[config.mk]
export PLATFORM = sky130hd
export DESIGN_NAME = gds_cell
export DESIGN_NICKNAME = d
export VERILOG_FILES = /design/src/hdl/gds_pkg.sv /design/src/hdl/gds_cell.sv
export SDC_FILE = /design/constraint.sdc
export NUM_CORES = 1
export LEC_CHECK = 0
export ABC_AREA = 1
export BUFFER_PORTS_ARGS = -buffer_cell sky130_fd_sc_hd__buf_2
export CAP_MARGIN = 20
export CORE_MARGIN = 2
export CORE_UTILIZATION = 30
export DETAILED_ROUTE_END_ITERATION = 8
export HOLD_SLACK_MARGIN = 0.02
export PLACE_DENSITY_LB_ADDON = 0.3
export SLEW_MARGIN = 20
export SYNTH_ARGS = -nofsm -noshare
export SYNTH_HDL_FRONTEND = slang
export SYNTH_SLANG_ARGS = --single-unit
[constraint.sdc]
create_clock -name clk_i -period 11.55 [get_ports clk_i]
set_clock_uncertainty 0.2 [all_clocks]
set_input_delay 0.5775 -clock clk_i [delete_from_list [all_inputs] [get_ports clk_i]]
set_output_delay 0.5775 -clock clk_i [all_outputs]
set_load 0.005 [all_outputs]
[src/hdl/gds_pkg.sv]
// ----------------------------------------------------------------------------
// gds_pkg
// Shared widths, register indexes, reset values and state encoding for the
// greedy distance suppression unit.
// ----------------------------------------------------------------------------
package gds_pkg;

  // Default sizing of the kept-point chain
  localparam int MaxKeptDef   = 16;
  localparam int CoordBitsDef = 12;
  localparam int CoordMaxW    = 16;

  // Field widths
  localparam int InCoordW = 12;
  localparam int AngleW   = 11;
  localparam int TotalW   = 7;
  localparam int HeightW  = 12;
  localparam int WidthW   = 12;
  localparam int MarginW  = 11;
  localparam int DistW    = 12;
  localparam int LimitW   = 7;
  localparam int LimSqW   = 2 * DistW;

  // Configuration port
  localparam int CfgIdxW  = 3;
  localparam int CfgDataW = 12;

  // Register reset values
  localparam logic [HeightW-1:0] HeightRst = HeightW'(480);
  localparam logic [WidthW-1:0]  WidthRst  = WidthW'(640);
  localparam logic [MarginW-1:0] MarginRst = '0;
  localparam logic [DistW-1:0]   DistRst   = DistW'(25);
  localparam logic [LimitW-1:0]  LimitRst  = LimitW'(16);

  typedef enum logic [CfgIdxW-1:0] {
    CFG_HEIGHT,
    CFG_WIDTH,
    CFG_MARGIN,
    CFG_MIN_DIST,
    CFG_KEEP_LIMIT
  } cfg_idx_e;

  typedef enum logic [1:0] {
    ST_IDLE,
    ST_SQUARE,
    ST_DECIDE
  } state_e;

endpackage

[src/hdl/gds_cell.sv]
// ----------------------------------------------------------------------------
// gds_cell
// One slot of the kept-point chain: holds a point, squares its distance to
// the current candidate and flags it when the candidate comes too close.
// ----------------------------------------------------------------------------
module gds_cell #(
  parameter int CoordBits = gds_pkg::CoordBitsDef
) (
  input  logic                         clk_i,
  input  logic                         shift_i,
  input  logic                         active_i,
  input  logic [CoordBits-1:0]         cand_col_i,
  input  logic [CoordBits-1:0]         cand_row_i,
  input  logic [CoordBits-1:0]         prev_col_i,
  input  logic [CoordBits-1:0]         prev_row_i,
  input  logic [gds_pkg::LimSqW-1:0]   lim_i,
  output logic [CoordBits-1:0]         col_o,
  output logic [CoordBits-1:0]         row_o,
  output logic                         near_o
);

  localparam int SqW  = 2 * CoordBits;
  localparam int SumW = SqW + 1;
  localparam int CmpW = (SumW > gds_pkg::LimSqW) ? SumW : gds_pkg::LimSqW;

  logic [CoordBits-1:0] col_q, row_q;
  logic [CoordBits-1:0] adx, ady;
  logic [SqW-1:0]       dx2_d, dy2_d, dx2_q, dy2_q;
  logic [SumW-1:0]      dist2;

  // Take the point of the neighbor when the chain advances
  always_ff @(posedge clk_i) begin
    if (shift_i) begin
      col_q <= prev_col_i;
      row_q <= prev_row_i;
    end
  end

  // Absolute offsets and their squares
  always_comb begin
    adx   = (cand_col_i >= col_q) ? (cand_col_i - col_q) : (col_q - cand_col_i);
    ady   = (cand_row_i >= row_q) ? (cand_row_i - row_q) : (row_q - cand_row_i);
    dx2_d = SqW'(adx) * SqW'(adx);
    dy2_d = SqW'(ady) * SqW'(ady);
  end

  always_ff @(posedge clk_i) begin
    dx2_q <= dx2_d;
    dy2_q <= dy2_d;
  end

  // Compare the squared distance against the squared minimum distance
  assign dist2  = SumW'(dx2_q) + SumW'(dy2_q);
  assign near_o = active_i && (CmpW'(dist2) < CmpW'(lim_i));

  assign col_o = col_q;
  assign row_o = row_q;

endmodule

**Word level (Yosys, flattened, before mapping)**

Index checks and enable logic that the tools add are counted.

- Register bits: 72
- Output and inout port bits: 25
- Word-level logic and storage cells: 17
- Input port bits: 75

- Multipliers: 2
- Reduce and logical (&&, ||, !) cells: 1
- Multiplexer cells: 2
- $add $sub $neg: 5
- $lt $le $gt $ge: 3

Operators by type and width:

| operator | number |
|---|---|
| $mul A12 B12 Y24 | 2 |
| $sub A12 B12 Y12 | 4 |
| $add A24 B24 Y25 | 1 |
| $lt A25 B24 Y1 | 1 |
| $ge A12 B12 Y1 | 2 |
| $mux W12 | 2 |
| $logic_and A1 B1 Y1 | 1 |

**Longest topological paths before layout**

Gate-level depths: netlist of run 1.

- Depth after elaboration: 3
- Depth in mapped cells: 37
- Mapped depth without buffers: 36

**Worst setup path after synthesis of run 1**

Ideal clock, no wire load.

- Path type: input to register
- From: input cand_row_i[0]
- To: register dy2_q[19]
- Path slack: 4,963 ps
- Path buffers: 1
- Data required time: 11,229 ps
- Setup time: 121 ps
- Cell stages on the path: 34
- Arrival: 6,266 ps
- Cell sequence: inv_1 ha_1 fa_1 nor2_4 nor2_8 nand2_2 nand2_4 nand3_4 nand2_1 nand2_1 nand2_1 nand2_1 inv_2 buf_2 nor2_2 inv_1 fa_1 inv_1 fa_1 fa_1 fa_1 inv_1 fa_1 inv_1 ha_1 nand2_1 nand2_1 a31oi_1 nand2_1 a21oi_1 o21bai_1 nand2_1 nand2_1 xor2_1

- Longest elaborated chain between the ends: 3
- Elaborated cells on any way between the ends: 5
- Classes of those cells: add/sub: 2; mul: 1; order compare: 1; mux: 1

RTL lines:

| element | RTL line | RTL |
|---|---|---|
| from (decl) | gds_cell.sv:13 | `input logic [CoordBits-1:0] cand_row_i,` |
| $sub A12 B12 Y12 / $ge A12 B12 Y1 (equally long branches) | gds_cell.sv:42 | `ady = (cand_row_i >= row_q) ? (cand_row_i - row_q) : (row_q - cand_row_i);` |
| $mux W12 (*) | gds_cell.sv:42 |  |
| $mul A12 B12 Y24 (*) | gds_cell.sv:44 | `dy2_d = SqW'(ady) * SqW'(ady);` |
| net dy2_d[19] | gds_cell.sv:28 | `logic [SqW-1:0] dx2_d, dy2_d, dx2_q, dy2_q;` |
| to (signal assigned) | gds_cell.sv:49 | `dy2_q <= dy2_d;` |
| to (decl) | gds_cell.sv:28 |  |

The timed path passes the listed nets; every way through them passes the cells marked *.
A chain may end at the register's enable or synchronous reset.

**Worst setup path after layout of run 1**

- From: register col_q[0] (netlist: col_o[0])
- To: register dx2_q[19]

- Longest elaborated chain between the ends: 3
- Elaborated cells on any way between the ends: 5
- Classes of those cells: add/sub: 2; mul: 1; order compare: 1; mux: 1

RTL lines:

| element | RTL line | RTL |
|---|---|---|
| from (decl) | gds_cell.sv:26 | `logic [CoordBits-1:0] col_q, row_q;` |
| from (signal assigned) | gds_cell.sv:34 | `col_q <= prev_col_i;` |
| $sub A12 B12 Y12 / $ge A12 B12 Y1 (equally long branches) | gds_cell.sv:41 | `adx = (cand_col_i >= col_q) ? (cand_col_i - col_q) : (col_q - cand_col_i);` |
| $mux W12 (*) | gds_cell.sv:41 |  |
| net adx[0] | gds_cell.sv:27 | `logic [CoordBits-1:0] adx, ady;` |
| $mul A12 B12 Y24 (*) | gds_cell.sv:43 | `dx2_d = SqW'(adx) * SqW'(adx);` |
| net dx2_d[19] | gds_cell.sv:28 |  |
| to (signal assigned) | gds_cell.sv:48 | `dx2_q <= dx2_d;` |
| to (decl) | gds_cell.sv:28 |  |

Marks and branches as above.

==> flow_metrics.py, run 1 <==
metrics = {
    "run_status": {
        "status": "finished, final reports clean",
    },
    "timing": {
        "final-setup-viol-count": 0,
        "relSlewSlack_pct": 61.1,
        "hold_violations": 0,
        "period_share_pct": 65.4,
        "rsz0062_at_grt": "false",
        "period_needed_ns": 7.56,
        "fmax_mhz": 132,
        "fin_setup_tns_ns": 0,
        "tightestPinTransition_ns": 0.582,
        "slew_viol_final": 0,
    },
    "route": {
        "drc": 0,
        "drt-pass1-iter-count": 5,
        "vias": 11400,
        "routed_wl_um": 33800,
        "drt-initial-drc-count": 581,
        "wl_per_cell_um": 13.3,
        "ant_nets": 0,
        "viasPerCell": 4.49,
    },
    "critical_path": {
        "cp-start-kind": "flip-flop",
        "cp.required_ns": 11.59,
        "r2r_start": "col_o[0]",
        "r2r_end": "dx2_q[19]",
        "cpMostUsedCell": "inv_1",
        "rrSetupSlack_ns": 3.99,
        "cp_max_fo": 13,
        "reg2reg_depth": 30,
        "max_stage_delay_ns": 0.65,
        "path_class": "reg2reg",
        "cp.arrival_ns": 7.60,
        "crit_path_end_kind": "flip-flop",
        "slowest_stage": "ha_1",
        "crit_end": "dx2_q[19]",
        "cp-startpoint": "col_o[0]",
    },
    "placement": {
        "hpwl_um": 30000,
        "finalWeightedCongestion": 0.880,
        "dpl_cell_area_um2": 15100,
        "io_buffers": 99,
    },
    "floorplan": {
        "die_h_um": 220,
        "rows": 79,
        "die_w_um": 220,
        "io_pins": 100,
        "core_area_um2": 46400,
        "initial_core_util_pct": 30.2,
        "dieArea_um2": 48400,
    },
    "finish": {
        "drive_gt1_share_pct": 8.85,
        "fin_nets": 2371,
        "antenna_cells": 0,
        "final_cell_area_um2": 15400,
        "syn2layout_area_growth_pct": 9.94,
    },
    "yosys": {
        "syn_nets": 2286,
        "ys_seq_area_share_pct": 11.7,
        "synthTopCellsByArea": "fa_1, ha_1, inv_1",
        "avgSynthCellArea_um2": 7.60,
        "synth.top_cell.area_share_pct": 23.4,
        "ys_top_cells_by_count": "inv_1, nand2_1, ha_1",
        "async_reset_ff_share_pct": 0,
        "yosysTopAreaCell": "fa_1",
        "synthCells": 1843,
        "synthDistinctLibCells": 46,
        "yosys_warnings": 0,
        "synth-main-ff-cell": "dfxtp_1",
        "yosysMostFrequentCell": "inv_1",
        "synth-edff-count": 24,
        "ys_ff_latch": 70,
        "netlist_area_um2": 14000,
    },
    "clock_tree": {
        "clock-sinks": 70,
        "cts_tree": "yes",
        "cts-resized-gates": 0,
        "clk_latency_ns": 0.36,
        "root_buffer": "clkbuf_16",
        "h-tree-depth": 3,
        "numCtsBuffers": 9,
        "clock_path_buffers": 2,
        "post_cts_buffers": 0,
        "clk_pin_slew_ns": 0.07,
        "postCtsHoldBufs": 0,
    },
    "global_route": {
        "grt_first_pass_wirelength_um": 57100,
        "track_usage_pct": 14.7,
        "grt-ovfl-total": 0,
        "antenna_found_initial": 1,
        "grt_max_degree": 25,
        "grt_pass1_vias": 11700,
    },
    "flow_run": {
        "maxCapViolations": 0,
    },
    "min_path": {
        "hp-class": "in2reg",
    },
}
## state kept, by name (all words and copies together), names as in the netlist
| signal | flops |
|---|---|
| dx2_q | 23 |
| col_o | 12 |
| dy2_q | 23 |
| row_o | 12 |
## worst min-delay path by stage
stage                             start  cells after the start  slack [ns]  endpoint
after CTS                 prev_col_i[7]                      1        0.18  col_o[7]
final                     prev_col_i[5]                      1        0.19  col_o[5]
after detailed placement  prev_row_i[0]                      1        0.56  row_o[0]
after global placement    prev_row_i[5]                      1        0.55  row_o[5]
after floorplan                col_o[0]                      2        0.42  dx2_q[0]
after global routing      prev_col_i[6]                      1        0.18  col_o[6]
## through the flow
| step | cells | hold WS [ns] | util (%) | setup WS, ns |
|---|---|---|---|---|
| 2_1_floorplan | 1843 | 0.418 | - | 4.96 |
| 5_1_grt | 2539 | 0.179 | 33.2 | 3.48 |
| 6_report | 2539 | 0.191 | 33.2 | 3.99 |
| 3_3_place_gp | 2524 | 0.554 | 32.5 | 3.88 |
| 4_1_cts | 2539 | 0.178 | 33.2 | 4.02 |
| 3_5_place_dp | 2524 | 0.556 | 32.5 | 3.74 |
## layout make-up
class                      instances  area, um^2
inverter                         450        1690
fill                            4929       31000
timing repair buffer              99         495
clock buffer                      10         250
tap                              607         759
clock inverter                     5        55.1
sequential                        70        1640
multi-input combinational       1298       10500
## cells in the final DEF, fill, tap and decap left out, drive strengths merged, types with 10 or more instances in the layout
master  netlist  final
buf          20     99
o21bai       15     15
nor2        190    190
o21ai        61     61
fa          164    164
xor2         68     68
clkbuf        5     10
ha          204    204
nand4        14     14
dfxtp        46     46
edfxtp       24     24
nand3        56     56
nand2       342    342
a21oi       112    112
inv         449    451
nor3         12     12
xnor2        25     25
## routing by layer
metal / routed length (um) / GRT usage (%)
met4: 616 / 3.47
met2: 14500 / 23.6
met1: 17200 / 20.8
met5: 16 / 0
met3: 1410 / 1.90
## cells by family (layout without fill, tap and decap cells)
logic type,Yosys count,count (layout),synth area share [%]
DFF,70,70,11.7
AOI/OAI and AO/OA,214,214,8.48
and+or+nand+nor,623,623,18.9
xor gates and xnor gates,93,93,5.95
adders and majority gates,368,368,41.7
buffers and inverters,475,564,13.3
## worst max-delay path, delay by kind of cell (launching register included)
kind | cells | cell delay, ns
AO/OA/AOI/OAI | 2 | 0.46
buffers and inverters | 8 | 0.83
AND/OR/NAND/NOR | 13 | 2.01
flip-flops | 1 | 0.42
adder cells (fa/ha/maj) | 7 | 3.52
Power of run 1 is not shown: default switching activity piles up to over one toggle a cycle in this logic, so the estimate is an artifact.
==> run 2, diff against run 1 <==
- ABC_AREA: 1 -> 0
- clock period: 11.55 -> 7.6 ns (I/O delays scaled with it)
==> run 2 against run 1 <==
Net effect:
- maximum frequency increased by 1.2%
- first-iteration DRC count decreased by 27%
- area after synthesis decreased by 9.0%
- largest cell class unchanged
- cell count decreased by 11%
- sequential cell count unchanged
- wire length decreased by 14%
- register-to-register slack got worse by 3.9 ns
- setup slack got worse by 3.9 ns
==> flow_metrics.py, run 2 <==
metrics = {
    "run_status": {
        "status": "finished, final reports clean",
    },
    "timing": {
        "final-setup-viol-count": 0,
        "tightestPinTransition_ns": 0.613,
        "slew_viol_final": 0,
        "relSlewSlack_pct": 59.1,
        "period_needed_ns": 7.47,
        "period_share_pct": 98.3,
        "whs_ns": 0.359,
        "hold_violations": 0,
        "fmax_mhz": 134,
        "rsz0062_at_grt": "true",
    },
    "route": {
        "drc": 0,
        "wl_per_cell_um": 12.9,
        "vias": 10200,
        "drt-pass1-iter-count": 5,
        "drt-initial-drc-count": 423,
        "viasPerCell": 4.51,
        "routed_wl_um": 29000,
        "ant_nets": 0,
    },
    "clock_tree": {
        "clock-sinks": 70,
        "h-tree-depth": 3,
        "numCtsBuffers": 9,
        "clock_path_buffers": 2,
        "clk_pin_slew_ns": 0.07,
        "root_buffer": "clkbuf_16",
        "clk_latency_ns": 0.37,
        "cts_tree": "yes",
    },
    "placement": {
        "hpwl_um": 24800,
        "finalWeightedCongestion": 0.848,
        "dpl_cell_area_um2": 15000,
        "io_buffers": 99,
    },
    "finish": {
        "final_util_pct": 38.6,
        "top_regs": "dx2_q (23), dy2_q (23)",
        "drive_gt1_share_pct": 23.5,
        "fin_nets": 2156,
        "final_cell_mix": "inv_1, ha_1, buf_4",
        "final_cell_area_um2": 16200,
        "syn2layout_area_growth_pct": 26.9,
        "final_common_cell": "inv_1",
        "fillers": 4229,
    },
    "yosys": {
        "synth-main-ff-cell": "dfxtp_1",
        "synth.top_cell.area_share_pct": 25.8,
        "ys_ff_latch": 70,
        "yosys_warnings": 0,
        "syn_nets": 1882,
        "synth_top_family_by_area": "adder cells",
        "ys_seq_area_share_pct": 12.9,
        "async_reset_ff_share_pct": 0,
        "synthDistinctLibCells": 68,
        "synth_compound_area_share_pct": 10.6,
        "synth-edff-count": 24,
        "yosysMostFrequentCell": "inv_1",
        "synth-adder-area-share_pct": 45.8,
        "synthMuxAreaShare_pct": 1.44,
        "synthSimpleGateAreaFrac_pct": 12.1,
        "avgSynthCellArea_um2": 8.85,
        "yosysTopAreaCell": "fa_1",
        "synthTopCellsByArea": "fa_1, ha_1, inv_1",
        "netlist_area_um2": 12700,
        "synthCells": 1439,
        "ys_top_cells_by_count": "inv_1, ha_1, fa_1",
        "synth_xor_area_share_pct": 5.87,
    },
    "global_route": {
        "antenna_found_initial": 1,
        "track_usage_pct": 13.6,
        "grt-ovfl-total": 0,
        "grt_first_pass_wirelength_um": 48600,
        "grt_pass1_vias": 10400,
        "grt_max_degree": 25,
    },
    "flow_run": {
        "maxCapViolations": 0,
    },
    "critical_path": {
        "max_stage_delay_ns": 0.53,
        "crit_path_end_kind": "flip-flop",
        "cp.arrival_ns": 7.56,
        "path_class": "reg2reg",
        "cp_top_family": "adder cells",
        "slowest_stage": "fa_1",
        "critPathBufInv": 4,
        "cp-start-kind": "flip-flop",
        "cpMostUsedCell": "fa_1",
        "cp_max_fo": 6,
        "cp.required_ns": 7.69,
    },
    "floorplan": {
        "rows": 75,
        "dieArea_um2": 44100,
        "core_area_um2": 41900,
        "die_h_um": 210,
        "io_pins": 100,
        "die_w_um": 210,
        "initial_core_util_pct": 30.4,
    },
    "min_path": {
        "hp-class": "in2reg",
    },
}
[run 2: cell count changes after synthesis, sizes merged, moves of 39 or more]
cell	previous run	this run
nand2	342	57
inv	449	339
nor2	190	140
a21oi	112	63
xor2	68	24
nand3	56	17
[run 2: layout make-up]
class / instances / area, um^2 / area share, %
multi-input combinational: 997 / 10200 / 63.0
tap: 539 / 674 / 4.17
sequential: 70 / 1640 / 10.2
clock inverter: 6 / 75.1 / 0.464
inverter: 339 / 1270 / 7.87
timing repair buffer: 296 / 2070 / 12.8
clock buffer: 10 / 250 / 1.55
antenna: 1 / 2.50 / 0.0155
[run 2: per-stage QoR]
step | TNS [ns] | setup WS (ns) | instances
global route | -0.571 | -0.198 | 2258
finish | 0 | 0.131 | 2258
detailed placement | -1.03 | -0.301 | 2200
global placement | -0.649 | -0.199 | 2200
CTS | 0 | 0.0202 | 2240
floorplan | 0 | 0.0148 | 1439
[run 2: routing by layer]
metal	global-route usage (%)	vias up	wire, um
li1	-	5116	-
met1	18.9	4897	14200
met2	22.3	156	13500
met3	2.16	17	1040
met4	3.08	0	311
met5	0	-	0
[run 2: worst paths after layout]
kind / startpoint / end / slack (ns) / cells after the start
setup / recovery: row_o[0] / dy2_q[22] / 0.13 / 29
hold / removal: shift_i / row_o[6] / 0.36 / 1
setup reg to reg: row_o[0] / dy2_q[22] / 0.13 / 29
hold reg to reg: row_o[0] / dy2_q[0] / 0.79 / 3
[run 2: timing repair]
action,CTS,global route
pin swaps,14,57
gates cloned,0,1
buffers inserted,0,16
resized for setup,14,83
hold buffers,24,0
endpoints found under the setup margin,4,12
endpoints found under the hold margin,24,0
[run 2: cells by family (layout without fill, tap and decap cells)]
logic type,after synthesis,count (layout)
buf+inv,373,651
fa+ha+maj,368,368
simple gates,329,329
compound gates,200,201
xor+xnor,82,82
flops,70,70
mux,17,17
other cells,0,1
[run 2: worst register-to-register path, delay by kind of cell, from the launching register on]
kind            cells  cell delay (ns)
buf+inv             4             0.29
flops               1             0.43
fa+ha+maj           8             3.22
xor+xnor            2             0.30
mux                 1             0.31
compound gates     11             2.09
simple gates        3             0.54
Power of run 2 is left out for the same reason.
